**src/rtl/core/fcc_pkg.sv**
```systemverilog
package fcc_pkg;

  // Frames beyond this many bytes are flagged as too long
  localparam logic [15:0] MAX_FRAME_BYTES = 16'd2048;

  localparam logic [15:0] CK_TOP  = 16'h8000;
  localparam logic [15:0] CK_POLY = 16'h8005;
  localparam logic [15:0] LEN_SAT = 16'hFFFF;
  localparam logic [15:0] MIN_LEN = 16'd4;

  // Byte offsets within the header
  localparam logic [15:0] OFS_SUM_LO = 16'd0;
  localparam logic [15:0] OFS_SUM_HI = 16'd1;
  localparam logic [15:0] OFS_LEN_LO = 16'd2;
  localparam logic [15:0] OFS_LEN_HI = 16'd3;

  typedef enum logic [2:0] {
    ST_OK       = 3'd0,
    ST_SHORT    = 3'd1,
    ST_LEN_BAD  = 3'd2,
    ST_SUM_BAD  = 3'd3,
    ST_TOO_LONG = 3'd4
  } status_t;

  // One request moving from the input register into the checker core
  typedef struct packed {
    logic       fire;
    logic [7:0] data;
    logic       last;
  } step_t;

  // One frame verdict moving into the output register
  typedef struct packed {
    logic        valid;
    status_t     status;
    logic [15:0] checksum;
    logic [15:0] length;
  } result_t;

  // One checksum step: shift with conditional poly, then fold in prev:cur
  function automatic logic [15:0] ck_update(input logic [15:0] ck,
                                            input logic [7:0]  prev,
                                            input logic [7:0]  cur);
    logic [15:0] sh;
    sh = {ck[14:0], 1'b0};
    if ((ck & CK_TOP) != 16'd0) sh = sh ^ CK_POLY;
    return sh ^ {prev, cur};
  endfunction

endpackage

```
**src/rtl/core/fcc_in_reg.sv**
```systemverilog
module fcc_in_reg (
  input  logic              clk,
  input  logic              rst_n,
  input  logic              in_valid,
  output logic              in_stall,
  input  logic [7:0]        in_data_byte,
  input  logic              in_last_byte,
  input  logic              out_free,
  output fcc_pkg::step_t    step
);
  import fcc_pkg::*;

  logic       valid_r, valid_nxt;
  logic [7:0] data_r;
  logic       last_r;
  logic       fire;
  logic       load;

  // A held byte moves on unless it closes a frame and the result slot is full
  assign fire     = valid_r && (!last_r || out_free);
  assign in_stall = valid_r && !fire;
  assign load     = in_valid && !in_stall;

  always_comb begin
    valid_nxt = valid_r;
    if (load) begin
      valid_nxt = 1'b1;
    end else if (fire) begin
      valid_nxt = 1'b0;
    end
  end

  always_ff @(posedge clk) begin
    if (!rst_n) begin
      valid_r <= 1'b0;
    end else begin
      valid_r <= valid_nxt;
    end
  end

  // Payload, no reset
  always_ff @(posedge clk) begin
    if (load) begin
      data_r <= in_data_byte;
      last_r <= in_last_byte;
    end
  end

  assign step.fire = fire;
  assign step.data = data_r;
  assign step.last = last_r;

endmodule

```
**src/rtl/core/fcc_core.sv**
```systemverilog
module fcc_core (
  input  logic             clk,
  input  logic             rst_n,
  input  fcc_pkg::step_t   step,
  output fcc_pkg::result_t res
);
  import fcc_pkg::*;

  logic [15:0] byte_count_r, byte_count_nxt;
  logic [15:0] run_ck_r, run_ck_nxt;
  logic [7:0]  prev_byte_r, prev_byte_nxt;
  logic [15:0] hdr_ck_r, hdr_ck_nxt;
  logic [15:0] hdr_len_r, hdr_len_nxt;
  logic        ovf_r, ovf_nxt;
  logic [15:0] len;
  status_t     status;

  // Per-byte update of the frame state
  always_comb begin
    ovf_nxt       = ovf_r;
    hdr_ck_nxt    = hdr_ck_r;
    hdr_len_nxt   = hdr_len_r;
    run_ck_nxt    = run_ck_r;
    prev_byte_nxt = prev_byte_r;

    if (byte_count_r >= MAX_FRAME_BYTES) ovf_nxt = 1'b1;

    if (byte_count_r == OFS_SUM_LO) begin
      hdr_ck_nxt[7:0] = step.data;
    end else if (byte_count_r == OFS_SUM_HI) begin
      hdr_ck_nxt[15:8] = step.data;
    end else if (byte_count_r == OFS_LEN_LO) begin
      hdr_len_nxt[7:0] = step.data;
    end else if (byte_count_r == OFS_LEN_HI) begin
      hdr_len_nxt[15:8] = step.data;
    end

    if (byte_count_r >= OFS_LEN_LO) begin
      run_ck_nxt    = ck_update(run_ck_r, prev_byte_r, step.data);
      prev_byte_nxt = step.data;
    end

    // Saturating length
    len = (byte_count_r != LEN_SAT) ? byte_count_r + 16'd1 : LEN_SAT;
    byte_count_nxt = len;
  end

  // Verdict, by priority
  always_comb begin
    if (ovf_nxt) begin
      status = ST_TOO_LONG;
    end else if (len < MIN_LEN) begin
      status = ST_SHORT;
    end else if (len != hdr_len_nxt) begin
      status = ST_LEN_BAD;
    end else if (run_ck_nxt != hdr_ck_nxt) begin
      status = ST_SUM_BAD;
    end else begin
      status = ST_OK;
    end
  end

  assign res.valid    = step.fire && step.last;
  assign res.status   = status;
  assign res.checksum = run_ck_nxt;
  assign res.length   = len;

  // Frame state; cleared after the closing byte
  always_ff @(posedge clk) begin
    if (!rst_n || (step.fire && step.last)) begin
      byte_count_r <= '0;
      run_ck_r     <= '0;
      prev_byte_r  <= '0;
      hdr_ck_r     <= '0;
      hdr_len_r    <= '0;
      ovf_r        <= 1'b0;
    end else if (step.fire) begin
      byte_count_r <= byte_count_nxt;
      run_ck_r     <= run_ck_nxt;
      prev_byte_r  <= prev_byte_nxt;
      hdr_ck_r     <= hdr_ck_nxt;
      hdr_len_r    <= hdr_len_nxt;
      ovf_r        <= ovf_nxt;
    end
  end

endmodule

```
**src/rtl/core/fcc_out_reg.sv**
```systemverilog
module fcc_out_reg (
  input  logic             clk,
  input  logic             rst_n,
  input  fcc_pkg::result_t res,
  output logic             out_free,
  output logic             out_valid,
  input  logic             out_stall,
  output logic [2:0]       out_status,
  output logic [15:0]      out_computed_checksum,
  output logic [15:0]      out_frame_length
);
  import fcc_pkg::*;

  logic        valid_r, valid_nxt;
  logic [2:0]  status_r;
  logic [15:0] ck_r;
  logic [15:0] len_r;

  // Slot can take a result if empty or being drained this cycle
  assign out_free = !valid_r || !out_stall;

  always_comb begin
    valid_nxt = valid_r;
    if (res.valid) begin
      valid_nxt = 1'b1;
    end else if (out_free) begin
      valid_nxt = 1'b0;
    end
  end

  always_ff @(posedge clk) begin
    if (!rst_n) begin
      valid_r <= 1'b0;
    end else begin
      valid_r <= valid_nxt;
    end
  end

  always_ff @(posedge clk) begin
    if (res.valid) begin
      status_r <= 3'(res.status);
      ck_r     <= res.checksum;
      len_r    <= res.length;
    end
  end

  assign out_valid             = valid_r;
  assign out_status            = status_r;
  assign out_computed_checksum = ck_r;
  assign out_frame_length      = len_r;

endmodule

```
**src/rtl/core/checksummed_frame_checker_unit.sv**
```systemverilog
// Frame checker: takes one received byte per cycle while in_stall is low, a
// rate set by the per-byte state update between the input register and the
// result register, and on the byte marked last offers one verdict (status,
// computed checksum, length) once that byte has passed both registers.
// Bytes 0-1 carry the expected checksum and bytes 2-3 the total length,
// little-endian; the checksum covers offset 2 onward. in_stall rises only
// while a held closing byte waits for a result that has not yet been taken.
module checksummed_frame_checker_unit (
  input  logic        clk,
  input  logic        rst_n,
  input  logic        in_valid,
  output logic        in_stall,
  input  logic [7:0]  in_data_byte,
  input  logic        in_last_byte,
  output logic        out_valid,
  input  logic        out_stall,
  output logic [2:0]  out_status,
  output logic [15:0] out_computed_checksum,
  output logic [15:0] out_frame_length
);
  import fcc_pkg::*;

  step_t   step;
  result_t res;
  logic    out_free;

  // Input register
  fcc_in_reg u_in (
    .clk          (clk),
    .rst_n        (rst_n),
    .in_valid     (in_valid),
    .in_stall     (in_stall),
    .in_data_byte (in_data_byte),
    .in_last_byte (in_last_byte),
    .out_free     (out_free),
    .step         (step)
  );

  // Frame state and checksum
  fcc_core u_core (
    .clk   (clk),
    .rst_n (rst_n),
    .step  (step),
    .res   (res)
  );

  // Result register
  fcc_out_reg u_out (
    .clk                   (clk),
    .rst_n                 (rst_n),
    .res                   (res),
    .out_free              (out_free),
    .out_valid             (out_valid),
    .out_stall             (out_stall),
    .out_status            (out_status),
    .out_computed_checksum (out_computed_checksum),
    .out_frame_length      (out_frame_length)
  );

endmodule

```
**config.mk**
```make
export PLATFORM = sky130hd
export DESIGN_NAME = checksummed_frame_checker_unit
export DESIGN_NICKNAME = d
export VERILOG_FILES = /design/src/rtl/core/fcc_pkg.sv /design/src/rtl/core/fcc_in_reg.sv /design/src/rtl/core/fcc_core.sv /design/src/rtl/core/fcc_out_reg.sv /design/src/rtl/core/checksummed_frame_checker_unit.sv
export SDC_FILE = /design/constraint.sdc
export NUM_CORES = 1
export LEC_CHECK = 0
export BUFFER_PORTS_ARGS = -buffer_cell sky130_fd_sc_hd__buf_2
export CAP_MARGIN = 0
export CORE_ASPECT_RATIO = 1.5
export CORE_UTILIZATION = 32
export DETAILED_ROUTE_END_ITERATION = 8
export PLACE_DENSITY = 0.47
export SYNTH_ARGS = -nofsm -noshare
export SYNTH_HDL_FRONTEND = slang
export SYNTH_SLANG_ARGS = --single-unit
export TNS_END_PERCENT = 100
```
**constraint.sdc**
```tcl
create_clock -name clk -period 3.6 [get_ports clk]
set_input_delay 0.54 -clock clk [delete_from_list [all_inputs] [get_ports clk]]
set_output_delay 0.54 -clock clk [all_outputs]
set_load 0.05 [all_outputs]
```
# Yosys cells after proc, flatten, opt, wreduce, memory -nomap -nowiden
# Index checks and enable logic that the tools add are counted.
[classes]
n_addsub = 1
n_mul = 0
div = 0
magnitude_cmp = 3
n_eq_ne = 6
shifts = 0
muxes = 20
bitwise_logic = 2
reduce_logical = 18
[ops]
columns = ["cell", "count"]
rows = [
  ["$mux 16", 6],
  ["$mux 8", 6],
  ["$eq 16x2->1 const B", 2],
  ["$ne 16x16->1", 2],
  ["$add 16x1->16 const B", 1],
  ["$eq 16x1->1 const B", 1],
  ["$ge 16x12->1 const B", 1],
  ["$ge 16x2->1 const B", 1],
  ["$logic_not 16->1", 1],
  ["$lt 16x3->1 const B", 1],
  ["$ne 16x16->1 const B", 1],
  ["$xor 16x16->16", 1],
  ["$logic_not 1->1", 6],
  ["$mux 3", 2],
  ["$mux 1", 5],
  ["$logic_and 1x1->1", 4],
  ["$reduce_bool 2->1", 2],
  ["$logic_or 1x1->1", 3],
  ["$not 3->3", 1],
  ["$mux 2", 1],
  ["$reduce_and 2->1", 1],
  ["$reduce_or 2->1", 1],
]
[totals]
ff_bits = 119
latchBits = 0
ram_bits = 0
romBits = 0
in_bits = 13
out_inout_bits = 37
word_cells = 64
mem_count = 0

# Longest topological paths before layout
# Gate-level depths: netlist of the first run.
[depth]
word_depth = 9
depth_mapped = 12
ltp_nobuf = 10

# Modules after synthesis
# A second synthesis of the first run with hierarchy kept.
[hier_totals]
cells_unflattened = 621
area_unflattened_um2 = 5900.7
[by_module_without_submodules]
columns = ["mod", "instances", "cells_each", "area_per_inst_um2", "seq_area_each_um2"]
rows = [
  ["fcc_core", 1, 565, 4475.5, 1461.4],
  ["fcc_out_reg", 1, 39, 1086.0, 1071.0],
  ["fcc_in_reg", 1, 17, 339.1, 290.3],
]

# Least setup slack after synthesis of the first run
# Ideal clock, no wire load.
[synth_timing]
path_kind = "register to register"
from = "register u_core.byte_count_r[0]"
to = "register u_out.status_r[1], in the netlist u_out.out_status[1] (data pin)"
setup_ns = 0.254
arrival_time_ns = 2.726
required_ns = 3.346
slack_ns = 0.620
stages_incl_launch_ff = 11
n_path_buf = 1
cell_sequence = "dfxtp_1 inv_1 ha_1 clkbuf_1 nor4b_1 nand4_2 mux2i_1 xnor2_1 or3_1 or3_1 o21a_1"
[synth_between]
elab_chain_cells = 7
elab_cells_between_ends = 25
classes_between = "1 x add/sub; 3 x order compare; 6 x eq/ne; 13 x mux; 2 x reduce/logical"
[synth_rtl]
columns = ["element", "line_no", "text"]
rows = [
  ["from (decl)", "fcc_core.sv:9", "logic [15:0] byte_count_r, byte_count_nxt;"],
  ["from (signal assigned)", "fcc_core.sv:78", "byte_count_r <= byte_count_nxt;"],
  ["parallel branches: the longest is 7 deep, another holds $add 16x1->16", "-", ""],
  ["to (signal assigned)", "fcc_out_reg.sv:41", "status_r <= 3'(res.status);"],
  ["to (decl)", "fcc_out_reg.sv:15", "logic [2:0] status_r;"],
]
# Parallel ways; which one is timed is not known.
# A chain may end at the register's enable or synchronous reset.

==> metrics.txt, run 1 <==
# TYPE chip_impl_metric gauge
chip_impl_metric{name="final_net_count",unit=""} 736
chip_impl_info{name="final_common_cell",value="sky130_fd_sc_hd__nand2_1"} 1
chip_impl_metric{name="total_leakage_power",unit="nW"} 2.630
chip_impl_metric{name="final.hold.worst_slack",unit="ns"} 0.3113
chip_impl_metric{name="dieHeight",unit="um"} 171.2
chip_impl_metric{name="drt_pass1_iterations",unit=""} 4
chip_impl_metric{name="syn-cell-area",unit="um2"} 6110
chip_impl_metric{name="postCtsResizedCells",unit=""} 0
chip_impl_metric{name="timing.final.hold_violations",unit=""} 0
chip_impl_metric{name="cts.sink_count",unit=""} 119
chip_impl_metric{name="detail-route-antenna-nets",unit=""} 0
chip_impl_metric{name="syn-mean-instance-area",unit="um2"} 8.998
chip_impl_metric{name="finalSetupViolations",unit=""} 0
chip_impl_metric{name="path_clk_slew",unit="ns"} 0.05
chip_impl_metric{name="max-cap-violations",unit=""} 0
chip_impl_metric{name="antenna_cells_inserted",unit=""} 0
chip_impl_metric{name="hpwl_after_detailed_placement",unit="um"} 12780
chip_impl_metric{name="multi_input_area",unit="um2"} 3029
chip_impl_metric{name="grt_usage",unit="%"} 19.05
chip_impl_metric{name="tightest_slew",unit="ns"} 0.8721
chip_impl_metric{name="path_max_fanout",unit=""} 13
chip_impl_metric{name="final-max-slew-violation-count",unit=""} 0
chip_impl_metric{name="gp_congestion",unit=""} 0.9280
chip_impl_metric{name="synth-seq-cells",unit=""} 119
chip_impl_metric{name="clk_latency",unit="ns"} 0.41
chip_impl_metric{name="cts_setup_buffers",unit=""} 0
chip_impl_metric{name="largest_net_degree_at_the_start_of_global_routing",unit=""} 39
chip_impl_metric{name="grt-ovfl-total",unit=""} 0
chip_impl_metric{name="h-tree-depth",unit=""} 4
chip_impl_metric{name="dieWidth",unit="um"} 114.8
chip_impl_metric{name="port-buffer-count",unit=""} 49
chip_impl_info{name="tritoncts_clock_tree",value="yes"} 1
chip_impl_metric{name="design.portCount",unit=""} 50
chip_impl_metric{name="layout.cells.non_filler",unit=""} 985
chip_impl_metric{name="first_global_vias",unit=""} 5124
chip_impl_metric{name="fmaxAchievable",unit="MHz"} 305.9
chip_impl_metric{name="mappedNetlistNets",unit=""} 695
chip_impl_metric{name="start_util",unit="%"} 32.81
chip_impl_metric{name="timing.critical_path.arrival",unit="ns"} 3.43
chip_impl_info{name="crit_slowest_cell",value="sky130_fd_sc_hd__dfxtp_1"} 1
chip_impl_metric{name="sequential_cell_area",unit="um2"} 2823
chip_impl_info{name="status",value="finished, final reports clean"} 1
chip_impl_metric{name="drive_gt1_share",unit="%"} 15.83
chip_impl_metric{name="wl_per_cell",unit="um"} 17.97
chip_impl_metric{name="maxSlewHeadroom",unit="%"} 41.72
chip_impl_metric{name="synth_largest_type_area_fraction",unit="%"} 24.58
chip_impl_metric{name="post-route-period-util",unit="%"} 90.80
chip_impl_metric{name="grt_antenna_before_repair",unit=""} 0
chip_impl_metric{name="dr_total_vias",unit=""} 5108
chip_impl_metric{name="max-clock-path-buffers",unit=""} 2
chip_impl_info{name="criticalPathCategory",value="reg -> reg"} 1
chip_impl_metric{name="drc",unit=""} 0
chip_impl_metric{name="total_negative_slack",unit="ns"} 0
chip_impl_metric{name="yosysWarnings",unit=""} 0
chip_impl_metric{name="place_inst",unit=""} 953
chip_impl_metric{name="drt_wl_total",unit="um"} 17700
chip_impl_metric{name="layout_min_cycle_time",unit="ns"} 3.269
chip_impl_info{name="crit_chain",value="nand4_1 > or3_1 > o31ai_1 > o21ai_0 > buf_4 > or3_1 > nor3_1 > nor2_1 > o21a_1"} 1
chip_impl_metric{name="coreArea",unit="um2"} 18620
chip_impl_info{name="final_cell_mix",value="sky130_fd_sc_hd__nand2_1 (90), sky130_fd_sc_hd__dfxtp_1 (75), sky130_fd_sc_hd__nor2_1 (69)"} 1
chip_impl_info{name="hold_path_class",value="in -> reg"} 1
chip_impl_metric{name="yosysSeqAreaShare",unit="%"} 46.20
chip_impl_metric{name="fp.dieArea",unit="um2"} 19660
chip_impl_info{name="timing.critical_path.from_type",value="register"} 1
chip_impl_metric{name="critical_path_required",unit="ns"} 3.76
chip_impl_metric{name="final.setup.worst_slack",unit="ns"} 0.3311
chip_impl_info{name="cp_common_cell",value="sky130_fd_sc_hd__or3_1"} 1
chip_impl_metric{name="power.density_cell_area",unit="nW/um2"} 504.7
chip_impl_info{name="synthTopCellsByArea",value="sky130_fd_sc_hd__dfxtp_1 (25%), sky130_fd_sc_hd__edfxtp_1 (22%), sky130_fd_sc_hd__xnor2_1 (8.0%)"} 1
chip_impl_metric{name="number_of_buffers_inserted_during_clock_tree_synthesis",unit=""} 17
chip_impl_metric{name="cpPeakStageDelay",unit="ns"} 0.63
chip_impl_info{name="rsz0062_at_grt",value="false"} 1
chip_impl_metric{name="detailedRoute.firstIterationViolations",unit=""} 264
chip_impl_info{name="kind_of_capture_point_of_the_worst_setup_path",value="register"} 1
chip_impl_metric{name="area_growth_syn_to_layout",unit="%"} 17.30
chip_impl_metric{name="cts_hold_repair.buffers",unit=""} 0
chip_impl_info{name="clock-root-buffer",value="sky130_fd_sc_hd__clkbuf_16"} 1
chip_impl_metric{name="row_count",unit=""} 61
chip_impl_metric{name="netlist_instances",unit=""} 679
chip_impl_metric{name="route.detailed.vias_per_inst",unit=""} 5.186
chip_impl_metric{name="global_route_wire_length_before_repair",unit="um"} 27950
chip_impl_metric{name="vdd_ir_drop_max",unit="V"} 0.0002742
chip_impl_info{name="synth_area_leader_cell",value="sky130_fd_sc_hd__dfxtp_1"} 1
chip_impl_metric{name="worst_clock_skew",unit="ns"} 0.009828
chip_impl_metric{name="synth_cell_types",unit=""} 51
chip_impl_metric{name="nFillCells",unit=""} 1903
chip_impl_metric{name="placement.setup.worst_slack",unit="ns"} 0.3208
metal layers:
layer	share of wire, %	global-route usage (%)	vias to the layer above
met2	54	35.28	115
li1	-	-	2466
met4	3.3	8.639	0
met5	0	0	-
met3	2.7	2.995	36
met1	40	21.17	2491
where the power goes:
part	switching, mW	total [mW]	internal (mW)
logic	0.373	0.582	0.209
clock network	0.594	1.50	0.904
registers	0.0715	1.54	1.47
cell usage after synthesis (all sizes together):
| cell | instances |
|---|---|
| or2 | 1 |
| buf | 10 |
| edfxtp | 44 |
| o22ai | 5 |
| nor2 | 72 |
| nor3 | 24 |
| or3 | 9 |
| mux2 | 4 |
| nand4b | 1 |
| o21ai | 15 |
| clkbuf | 41 |
| o221ai | 2 |
| nand2 | 92 |
| nand2b | 5 |
| mux2i | 36 |
| o2bb2ai | 2 |
| nor4b | 2 |
| a211oi | 22 |
| o2111ai | 1 |
| ha | 3 |
| o21a | 2 |
| and3 | 7 |
| nand3 | 16 |
| and2 | 5 |
| a221oi | 2 |
| a21boi | 3 |
| dfxtp | 75 |
| xor2 | 6 |
| nor4 | 11 |
| nor2b | 1 |
| o31ai | 5 |
| xnor2 | 56 |
| inv | 14 |
| a21oi | 58 |
| o211ai | 1 |
| a41oi | 1 |
| nor3b | 4 |
| or4b | 1 |
| and4 | 5 |
| a31oi | 4 |
| nand4 | 11 |
cells by family (layout without fill, tap and decap cells):
logic type / Yosys count / count (layout) / share of synthesized area [%]
flip-flops: 119 / 119 / 46.20
AO/OA/AOI/OAI: 123 / 123 / 12.10
buffers and inverters: 65 / 119 / 4.301
XOR/XNOR: 62 / 62 / 8.888
adder cells (fa/ha/maj): 3 / 3 / 0.6144
AND/OR/NAND/NOR: 267 / 267 / 21.26
multiplexers: 40 / 40 / 6.635
critical path, delay by kind of cell (launching register included):
| kind | cells | cell delay (ns) |
|---|---|---|
| AND/OR/NAND/NOR | 5 | 1.51 |
| AO/OA/AOI/OAI | 3 | 0.64 |
| flip-flops | 1 | 0.63 |
| buffers and inverters | 1 | 0.25 |
state kept, by name, summed over array words and instances, names as in the netlist, 3 cells and up:
register                     count
u_core.byte_count_r             16
u_out.out_status                 3
u_core.hdr_len_r                16
u_core.run_ck_r                 16
u_out.out_computed_checksum     16
u_core.hdr_ck_r                 16
u_out.out_frame_length          16
u_core.prev_byte_r               8
u_in.data_r                      8
final cells by class:
class,count,share of cell area [%]
Clock buffer,22,6.477
Clock inverter,10,0.8031
Inverter,14,0.7332
Tap cell,252,4.399
Sequential cell,119,39.39
Timing Repair Buffer,73,5.936
Multi-Input combinational cell,495,42.27
per-stage QoR:
| stage | area [um2] | utilization (%) | power [mW] |
|---|---|---|---|
| after floorplan | 6110 | - | 1.973 |
| after global placement | 6645 | 35.68 | 2.146 |
| after detailed placement | 6645 | 35.68 | 2.146 |
| after CTS | 7167 | 38.48 | 3.658 |
| after global routing | 7167 | 38.48 | 3.777 |
| final | 7167 | 38.48 | 3.617 |
worst paths after layout:
check | slack (ns) | start | to | cells past startpoint
worst max-delay path | 0.33 | u_core.byte_count_r[4] | u_out.out_status[1] | 9
worst min-delay path | 0.31 | in_data_byte[4] | u_in.data_r[4] | 1
worst max register to register | 0.33 | u_core.byte_count_r[4] | u_out.out_status[1] | 9
worst min register to register | 0.45 | u_core.hdr_len_r[14] | u_core.hdr_len_r[14] | 2
Note: power is estimated with default switching activity, not from simulation.
==> inputs of run 2 (changes only) <==
Settings changed: MAX_ROUTING_LAYER set to met4, PLACE_DENSITY 0.47 to not set.
==> metrics.txt, run 2 (synthesized netlist as in run 1, its figures left out) <==
# TYPE chip_impl_metric gauge
chip_impl_metric{name="hold_path_depth",unit=""} 1
chip_impl_metric{name="port-buffer-count",unit=""} 49
chip_impl_metric{name="cts_hold_repair.buffers",unit=""} 0
chip_impl_metric{name="dieHeight",unit="um"} 171.2
chip_impl_info{name="crit_chain",value="inv_1 > ha_1 > nor4b_1 > nand4_2 > buf_4 > mux2i_1 > xnor2_1 > or3_1 > or3_1 > o21a_1"} 1
chip_impl_metric{name="number_of_buffers_inserted_during_clock_tree_synthesis",unit=""} 17
chip_impl_metric{name="max-clock-path-buffers",unit=""} 2
chip_impl_metric{name="wl_per_cell",unit="um"} 16.68
chip_impl_metric{name="design_area",unit="um2"} 7227
chip_impl_metric{name="reg_to_reg_slack_setup",unit="ns"} 0.32
chip_impl_metric{name="grt_usage",unit="%"} 18.38
chip_impl_metric{name="tightest_slew",unit="ns"} 0.8984
chip_impl_metric{name="detail-route-antenna-nets",unit=""} 0
chip_impl_info{name="tritoncts_clock_tree",value="yes"} 1
chip_impl_metric{name="area_growth_syn_to_layout",unit="%"} 18.29
chip_impl_metric{name="drt_wl_total",unit="um"} 16410
chip_impl_info{name="status",value="finished, final reports clean"} 1
chip_impl_metric{name="gp_congestion",unit=""} 0.8846
chip_impl_metric{name="critical_path_required",unit="ns"} 3.78
chip_impl_metric{name="global_route_wire_length_before_repair",unit="um"} 25930
chip_impl_metric{name="path_max_fanout",unit=""} 9
chip_impl_info{name="kind_of_capture_point_of_the_worst_setup_path",value="register"} 1
chip_impl_metric{name="postCtsResizedCells",unit=""} 0
chip_impl_metric{name="coreArea",unit="um2"} 18620
chip_impl_metric{name="utilization",unit="%"} 38.81
chip_impl_metric{name="timing.critical_path.arrival",unit="ns"} 3.46
chip_impl_info{name="crit_slowest_cell",value="sky130_fd_sc_hd__dfxtp_1"} 1
chip_impl_info{name="r2r-start",value="u_core.byte_count_r[0]"} 1
chip_impl_info{name="timing.critical_path.from_type",value="register"} 1
chip_impl_metric{name="max-cap-violations",unit=""} 0
chip_impl_metric{name="total_leakage_power",unit="nW"} 2.652
chip_impl_metric{name="drive_gt1_share",unit="%"} 16.12
chip_impl_metric{name="placedInstanceArea",unit="um2"} 6623
chip_impl_metric{name="grt-ovfl-total",unit=""} 0
chip_impl_metric{name="fp.dieArea",unit="um2"} 19660
chip_impl_metric{name="power.total",unit="mW"} 3.817
chip_impl_metric{name="drc",unit=""} 0
chip_impl_info{name="criticalPathCategory",value="reg -> reg"} 1
chip_impl_metric{name="drt_pass1_iterations",unit=""} 4
chip_impl_metric{name="vdd_ir_drop_max",unit="V"} 0.0002654
chip_impl_metric{name="timing.final.hold_violations",unit=""} 0
chip_impl_metric{name="total_negative_slack",unit="ns"} 0
chip_impl_info{name="worst_hold_path.endpoint",value="u_in.data_r[6]"} 1
chip_impl_metric{name="cts.sink_count",unit=""} 119
chip_impl_info{name="rsz0062_at_grt",value="false"} 1
chip_impl_info{name="clock-root-buffer",value="sky130_fd_sc_hd__clkbuf_16"} 1
chip_impl_info{name="final_cell_mix",value="sky130_fd_sc_hd__nand2_1 (90), sky130_fd_sc_hd__dfxtp_1 (75), sky130_fd_sc_hd__nor2_1 (69)"} 1
chip_impl_info{name="cp_common_cell",value="sky130_fd_sc_hd__or3_1"} 1
chip_impl_metric{name="maxSlewHeadroom",unit="%"} 39.65
chip_impl_info{name="min-delay-start",value="in_data_byte[6]"} 1
chip_impl_metric{name="cts_setup_buffers",unit=""} 0
chip_impl_metric{name="final_net_count",unit=""} 735
chip_impl_metric{name="r2r_cells",unit=""} 10
chip_impl_metric{name="first_global_vias",unit=""} 4685
chip_impl_metric{name="row_count",unit=""} 61
chip_impl_metric{name="hpwl_after_detailed_placement",unit="um"} 11650
chip_impl_metric{name="cpPeakStageDelay",unit="ns"} 0.50
chip_impl_metric{name="post-route-period-util",unit="%"} 91.10
chip_impl_metric{name="worst_clock_skew",unit="ns"} 0.01321
chip_impl_metric{name="final-max-slew-violation-count",unit=""} 0
chip_impl_metric{name="dr_total_vias",unit=""} 4982
chip_impl_metric{name="power.density_cell_area",unit="nW/um2"} 528.2
chip_impl_info{name="hold_path_class",value="in -> reg"} 1
chip_impl_metric{name="grt_antenna_before_repair",unit=""} 0
chip_impl_metric{name="path_clk_slew",unit="ns"} 0.06
chip_impl_metric{name="dieWidth",unit="um"} 114.8
chip_impl_metric{name="start_util",unit="%"} 32.81
chip_impl_metric{name="antenna_cells_inserted",unit=""} 0
chip_impl_metric{name="h-tree-depth",unit=""} 4
chip_impl_info{name="final_common_cell",value="sky130_fd_sc_hd__nand2_1"} 1
chip_impl_metric{name="clk_latency",unit="ns"} 0.43
chip_impl_metric{name="layout_min_cycle_time",unit="ns"} 3.280
chip_impl_metric{name="design.portCount",unit=""} 50
chip_impl_metric{name="detailedRoute.firstIterationViolations",unit=""} 363
chip_impl_metric{name="final.hold.worst_slack",unit="ns"} 0.2873
chip_impl_metric{name="route.detailed.vias_per_inst",unit=""} 5.063
chip_impl_metric{name="largest_net_degree_at_the_start_of_global_routing",unit=""} 39
chip_impl_metric{name="fmaxAchievable",unit="MHz"} 304.9
chip_impl_info{name="r2r_end",value="u_out.out_status[1]"} 1
chip_impl_metric{name="finalSetupViolations",unit=""} 0
[run 2: changes by cell type in the layout (fill, tap and decap cells not counted)]
cell,before,now
sky130_fd_sc_hd__clkinv_1,2,0
sky130_fd_sc_hd__buf_4,24,23
sky130_fd_sc_hd__clkbuf_8,2,0
sky130_fd_sc_hd__inv_6,0,1
sky130_fd_sc_hd__clkbuf_1,3,2
sky130_fd_sc_hd__clkinvlp_4,4,5
sky130_fd_sc_hd__bufinv_16,0,3
[run 2: stage by stage]
stage | std cells | setup WS [ns]
after floorplan | 679 | 0.6200
after global placement | 950 | 0.3626
after detailed placement | 950 | 0.3271
after CTS | 982 | 0.2811
after global routing | 984 | 0.04518
final | 984 | 0.3203
[run 2: cell type report]
type                            count  area, um2
Tap cell                          252      315.3
Clock buffer                       19      432.9
Sequential cell                   119       2823
Clock inverter                     13      156.4
Inverter                           14      52.55
Timing Repair Buffer               72      417.9
Fill cell                        1905      11400
Multi-Input combinational cell    495       3029
[run 2: critical path, delay by kind of cell (launching register included)]
family / cells / cell delay (ns)
and+or+nand+nor: 4 / 1.38
DFF: 1 / 0.50
buffers and inverters: 2 / 0.36
adders and majority gates: 1 / 0.32
AOI/OAI and AO/OA: 1 / 0.18
xor gates and xnor gates: 1 / 0.17
muxes: 1 / 0.14
[run 2: worst max path at each step]
| stage | startpoint | end | slack (ns) | cells after the start |
|---|---|---|---|---|
| after floorplan | u_core.byte_count_r[0] | u_out.out_status[1] | 0.62 | 10 |
| after global placement | u_core.byte_count_r[0] | u_out.out_status[1] | 0.36 | 9 |
| after detailed placement | u_core.byte_count_r[0] | u_out.out_status[1] | 0.33 | 9 |
| after CTS | u_core.byte_count_r[0] | u_out.out_status[1] | 0.28 | 9 |
| after global routing | u_core.byte_count_r[4] | u_out.out_status[1] | 0.05 | 8 |
| final | u_core.byte_count_r[0] | u_out.out_status[1] | 0.32 | 10 |
[run 2: metal layers]
metal / vias up / part of all wire (%) / wire, um / GRT usage, %
met1: 2384 / 41 / 6705 / 19.74
met5: - / 0 / 0 / -
met2: 96 / 53 / 8724 / 31.94
li1: 2472 / - / - / -
met4: 0 / 3.0 / 485 / 9.034
met3: 30 / 3.0 / 499 / 3.911
[run 2: power breakdown]
part / internal, mW / leakage (nW) / total [mW] / switching [mW]
sequential: 1.47 / 1.03 / 1.53 / 0.0688
combinational: 0.206 / 1.34 / 0.571 / 0.365
clock: 1.08 / 0.275 / 1.71 / 0.630
total: 2.75 / 2.65 / 3.82 / 1.06
==> inputs of run 3 (changes only) <==
Settings changed: CELL_PAD_IN_SITES_DETAIL_PLACEMENT set to 0, CELL_PAD_IN_SITES_GLOBAL_PLACEMENT set to 1, PLACE_DENSITY_LB_ADDON set to 0.1.
==> metrics.txt, run 3 (synthesized netlist as in run 1, its figures left out) <==
# TYPE chip_impl_metric gauge
chip_impl_metric{name="power_report.internal_total",unit="mW"} 2.853
chip_impl_metric{name="h-tree-depth",unit=""} 4
chip_impl_metric{name="swShare",unit="%"} 27.43
chip_impl_metric{name="row_count",unit=""} 61
chip_impl_info{name="final_cell_mix",value="sky130_fd_sc_hd__nand2_1 (90), sky130_fd_sc_hd__dfxtp_1 (75), sky130_fd_sc_hd__nor2_1 (69)"} 1
chip_impl_info{name="kind_of_capture_point_of_the_worst_setup_path",value="register"} 1
chip_impl_metric{name="power.density_cell_area",unit="nW/um2"} 537.8
chip_impl_info{name="crit_slowest_cell",value="sky130_fd_sc_hd__nor4_4"} 1
chip_impl_metric{name="p_comb_share",unit="%"} 15.2
chip_impl_metric{name="max-clock-path-buffers",unit=""} 2
chip_impl_info{name="rsz0062_at_grt",value="false"} 1
chip_impl_metric{name="post-route-period-util",unit="%"} 93.45
chip_impl_metric{name="cts.sink_count",unit=""} 119
chip_impl_metric{name="grt_antenna_before_repair",unit=""} 0
chip_impl_metric{name="vdd_ir_drop_max",unit="V"} 0.0002649
chip_impl_metric{name="antenna_cells_inserted",unit=""} 0
chip_impl_metric{name="timing.final.hold_violations",unit=""} 0
chip_impl_metric{name="worst_clock_skew",unit="ns"} 0.008976
chip_impl_metric{name="power.total",unit="mW"} 3.931
chip_impl_info{name="status",value="finished, final reports clean"} 1
chip_impl_metric{name="tightest_slew",unit="ns"} 0.8923
chip_impl_metric{name="design.portCount",unit=""} 50
chip_impl_metric{name="dieWidth",unit="um"} 114.8
chip_impl_info{name="tritoncts_clock_tree",value="yes"} 1
chip_impl_metric{name="timing.critical_path.arrival",unit="ns"} 3.53
chip_impl_metric{name="final_net_count",unit=""} 740
chip_impl_metric{name="drt_pass1_iterations",unit=""} 4
chip_impl_metric{name="path_max_fanout",unit=""} 9
chip_impl_metric{name="largest_net_degree_at_the_start_of_global_routing",unit=""} 40
chip_impl_metric{name="drc",unit=""} 0
chip_impl_metric{name="maxSlewHeadroom",unit="%"} 40.30
chip_impl_metric{name="fp.dieArea",unit="um2"} 19660
chip_impl_info{name="clock-root-buffer",value="sky130_fd_sc_hd__clkbuf_16"} 1
chip_impl_metric{name="clk_latency",unit="ns"} 0.42
chip_impl_metric{name="area_growth_syn_to_layout",unit="%"} 19.64
chip_impl_metric{name="port-buffer-count",unit=""} 49
chip_impl_metric{name="power.share.sequential",unit="%"} 39.0
chip_impl_metric{name="cts_hold_repair.buffers",unit=""} 0
chip_impl_info{name="cp_common_cell",value="sky130_fd_sc_hd__or3_1"} 1
chip_impl_metric{name="finalSetupViolations",unit=""} 0
chip_impl_metric{name="power.net_switching",unit="mW"} 1.078
chip_impl_metric{name="critical_path_required",unit="ns"} 3.77
chip_impl_metric{name="grt-ovfl-total",unit=""} 0
chip_impl_info{name="timing.critical_path.from_type",value="register"} 1
chip_impl_metric{name="max-cap-violations",unit=""} 0
chip_impl_metric{name="layout_min_cycle_time",unit="ns"} 3.364
chip_impl_info{name="crit_chain",value="nor4_4 > and4_1 > buf_4 > nand2_2 > a21oi_1 > xnor2_1 > or3_1 > or3_1 > o21a_1"} 1
chip_impl_metric{name="dieHeight",unit="um"} 171.2
chip_impl_metric{name="coreArea",unit="um2"} 18620
chip_impl_metric{name="detailedRoute.firstIterationViolations",unit=""} 289
chip_impl_metric{name="route.detailed.vias_per_inst",unit=""} 5.125
chip_impl_metric{name="cpPeakStageDelay",unit="ns"} 0.56
chip_impl_info{name="hold_path_class",value="in -> reg"} 1
chip_impl_metric{name="wl_per_cell",unit="um"} 18.61
chip_impl_metric{name="number_of_buffers_inserted_during_clock_tree_synthesis",unit=""} 17
chip_impl_metric{name="total_leakage_power",unit="nW"} 2.696
chip_impl_metric{name="gp_congestion",unit=""} 0.8823
chip_impl_metric{name="global_route_wire_length_before_repair",unit="um"} 28500
chip_impl_metric{name="detail-route-antenna-nets",unit=""} 0
chip_impl_metric{name="final-max-slew-violation-count",unit=""} 0
chip_impl_metric{name="clock_power_share",unit="%"} 45.8
chip_impl_metric{name="hpwl_after_detailed_placement",unit="um"} 13280
chip_impl_metric{name="grt_usage",unit="%"} 20.49
chip_impl_metric{name="dr_total_vias",unit=""} 5069
chip_impl_metric{name="path_clk_slew",unit="ns"} 0.06
chip_impl_metric{name="first_global_vias",unit=""} 4946
chip_impl_metric{name="drt_wl_total",unit="um"} 18410
chip_impl_metric{name="total_negative_slack",unit="ns"} 0
chip_impl_metric{name="drive_gt1_share",unit="%"} 16.42
chip_impl_info{name="criticalPathCategory",value="reg -> reg"} 1
chip_impl_metric{name="postCtsResizedCells",unit=""} 0
chip_impl_metric{name="fmaxAchievable",unit="MHz"} 297.2
chip_impl_metric{name="start_util",unit="%"} 32.81
chip_impl_info{name="final_common_cell",value="sky130_fd_sc_hd__nand2_1"} 1
[run 3: cell types whose count changed in the layout (fill, tap and decap cells not counted), sizes merged]
| cell | before | now |
|---|---|---|
| buf | 72 | 77 |
| bufinv | 3 | 4 |
| clkbuf | 19 | 20 |
| clkinv | 4 | 2 |
| clkinvlp | 5 | 4 |
| inv | 15 | 16 |
[run 3: cell type report]
class / count / area (um2)
fill: 1943 / 11310
multi-input combinational: 495 / 3029
sequential: 119 / 2823
timing repair buffer: 77 / 467.9
clock buffer: 20 / 446.7
tap: 252 / 315.3
clock inverter: 12 / 175.2
inverter: 14 / 52.55
[run 3: critical path, delay by kind of cell (launching register included)]
family	cells	cell delay [ns]
buffers and inverters	1	0.16
AOI/OAI and AO/OA	2	0.61
xor gates and xnor gates	1	0.12
DFF	1	0.42
and+or+nand+nor	5	1.82
[run 3: path summary, 6_finish.rpt]
kind                     startpoint                   end  slack [ns]  depth (start not counted)
max          u_core.byte_count_r[2]   u_out.out_status[1]        0.24                          9
min                 in_data_byte[3]        u_in.data_r[3]        0.29                          1
max reg2reg  u_core.byte_count_r[2]   u_out.out_status[1]        0.24                          9
min reg2reg    u_core.hdr_len_r[12]  u_core.hdr_len_r[12]        0.46                          2
[run 3: power groups by stage]
stage | combinational [mW] | clock, mW | sequential, mW
global placement | 0.600 | 0 | 1.56
global route | 0.654 | 1.90 | 1.54
floorplan | 0.399 | 0 | 1.57
CTS | 0.603 | 1.84 | 1.53
finish | 0.596 | 1.80 | 1.53
detailed placement | 0.600 | 0 | 1.56
[run 3: repair_timing]
| item | 4_1_cts | 5_1_grt |
|---|---|---|
| setup endpoints to repair | 0 | 1 |
| hold endpoints to repair | 0 | 0 |
| buffers inserted | 0 | 2 |
[run 3: layer usage]
| metal | part of all wire, % | vias to the layer above | track usage, % |
|---|---|---|---|
| met2 | 53 | 112 | 35.99 |
| met1 | 39 | 2429 | 21.18 |
| met5 | 0 | - | - |
| met3 | 3.4 | 47 | 3.559 |
| met4 | 4.6 | 0 | 12.65 |
| li1 | - | 2481 | - |
[run 3: through the flow]
stage | area (um2) | worst slack (ns) | hold WS [ns] | utilization, % | instances
after detailed placement | 6673 | 0.2429 | 0.4515 | 35.83 | 955
after CTS | 7295 | 0.2092 | 0.2739 | 39.17 | 987
after global routing | 7310 | 0.04112 | 0.2704 | 39.25 | 989
after floorplan | 6110 | 0.6200 | 0.4285 | - | 679
final | 7310 | 0.2357 | 0.2949 | 39.25 | 989
after global placement | 6673 | 0.2444 | 0.4431 | 35.83 | 955
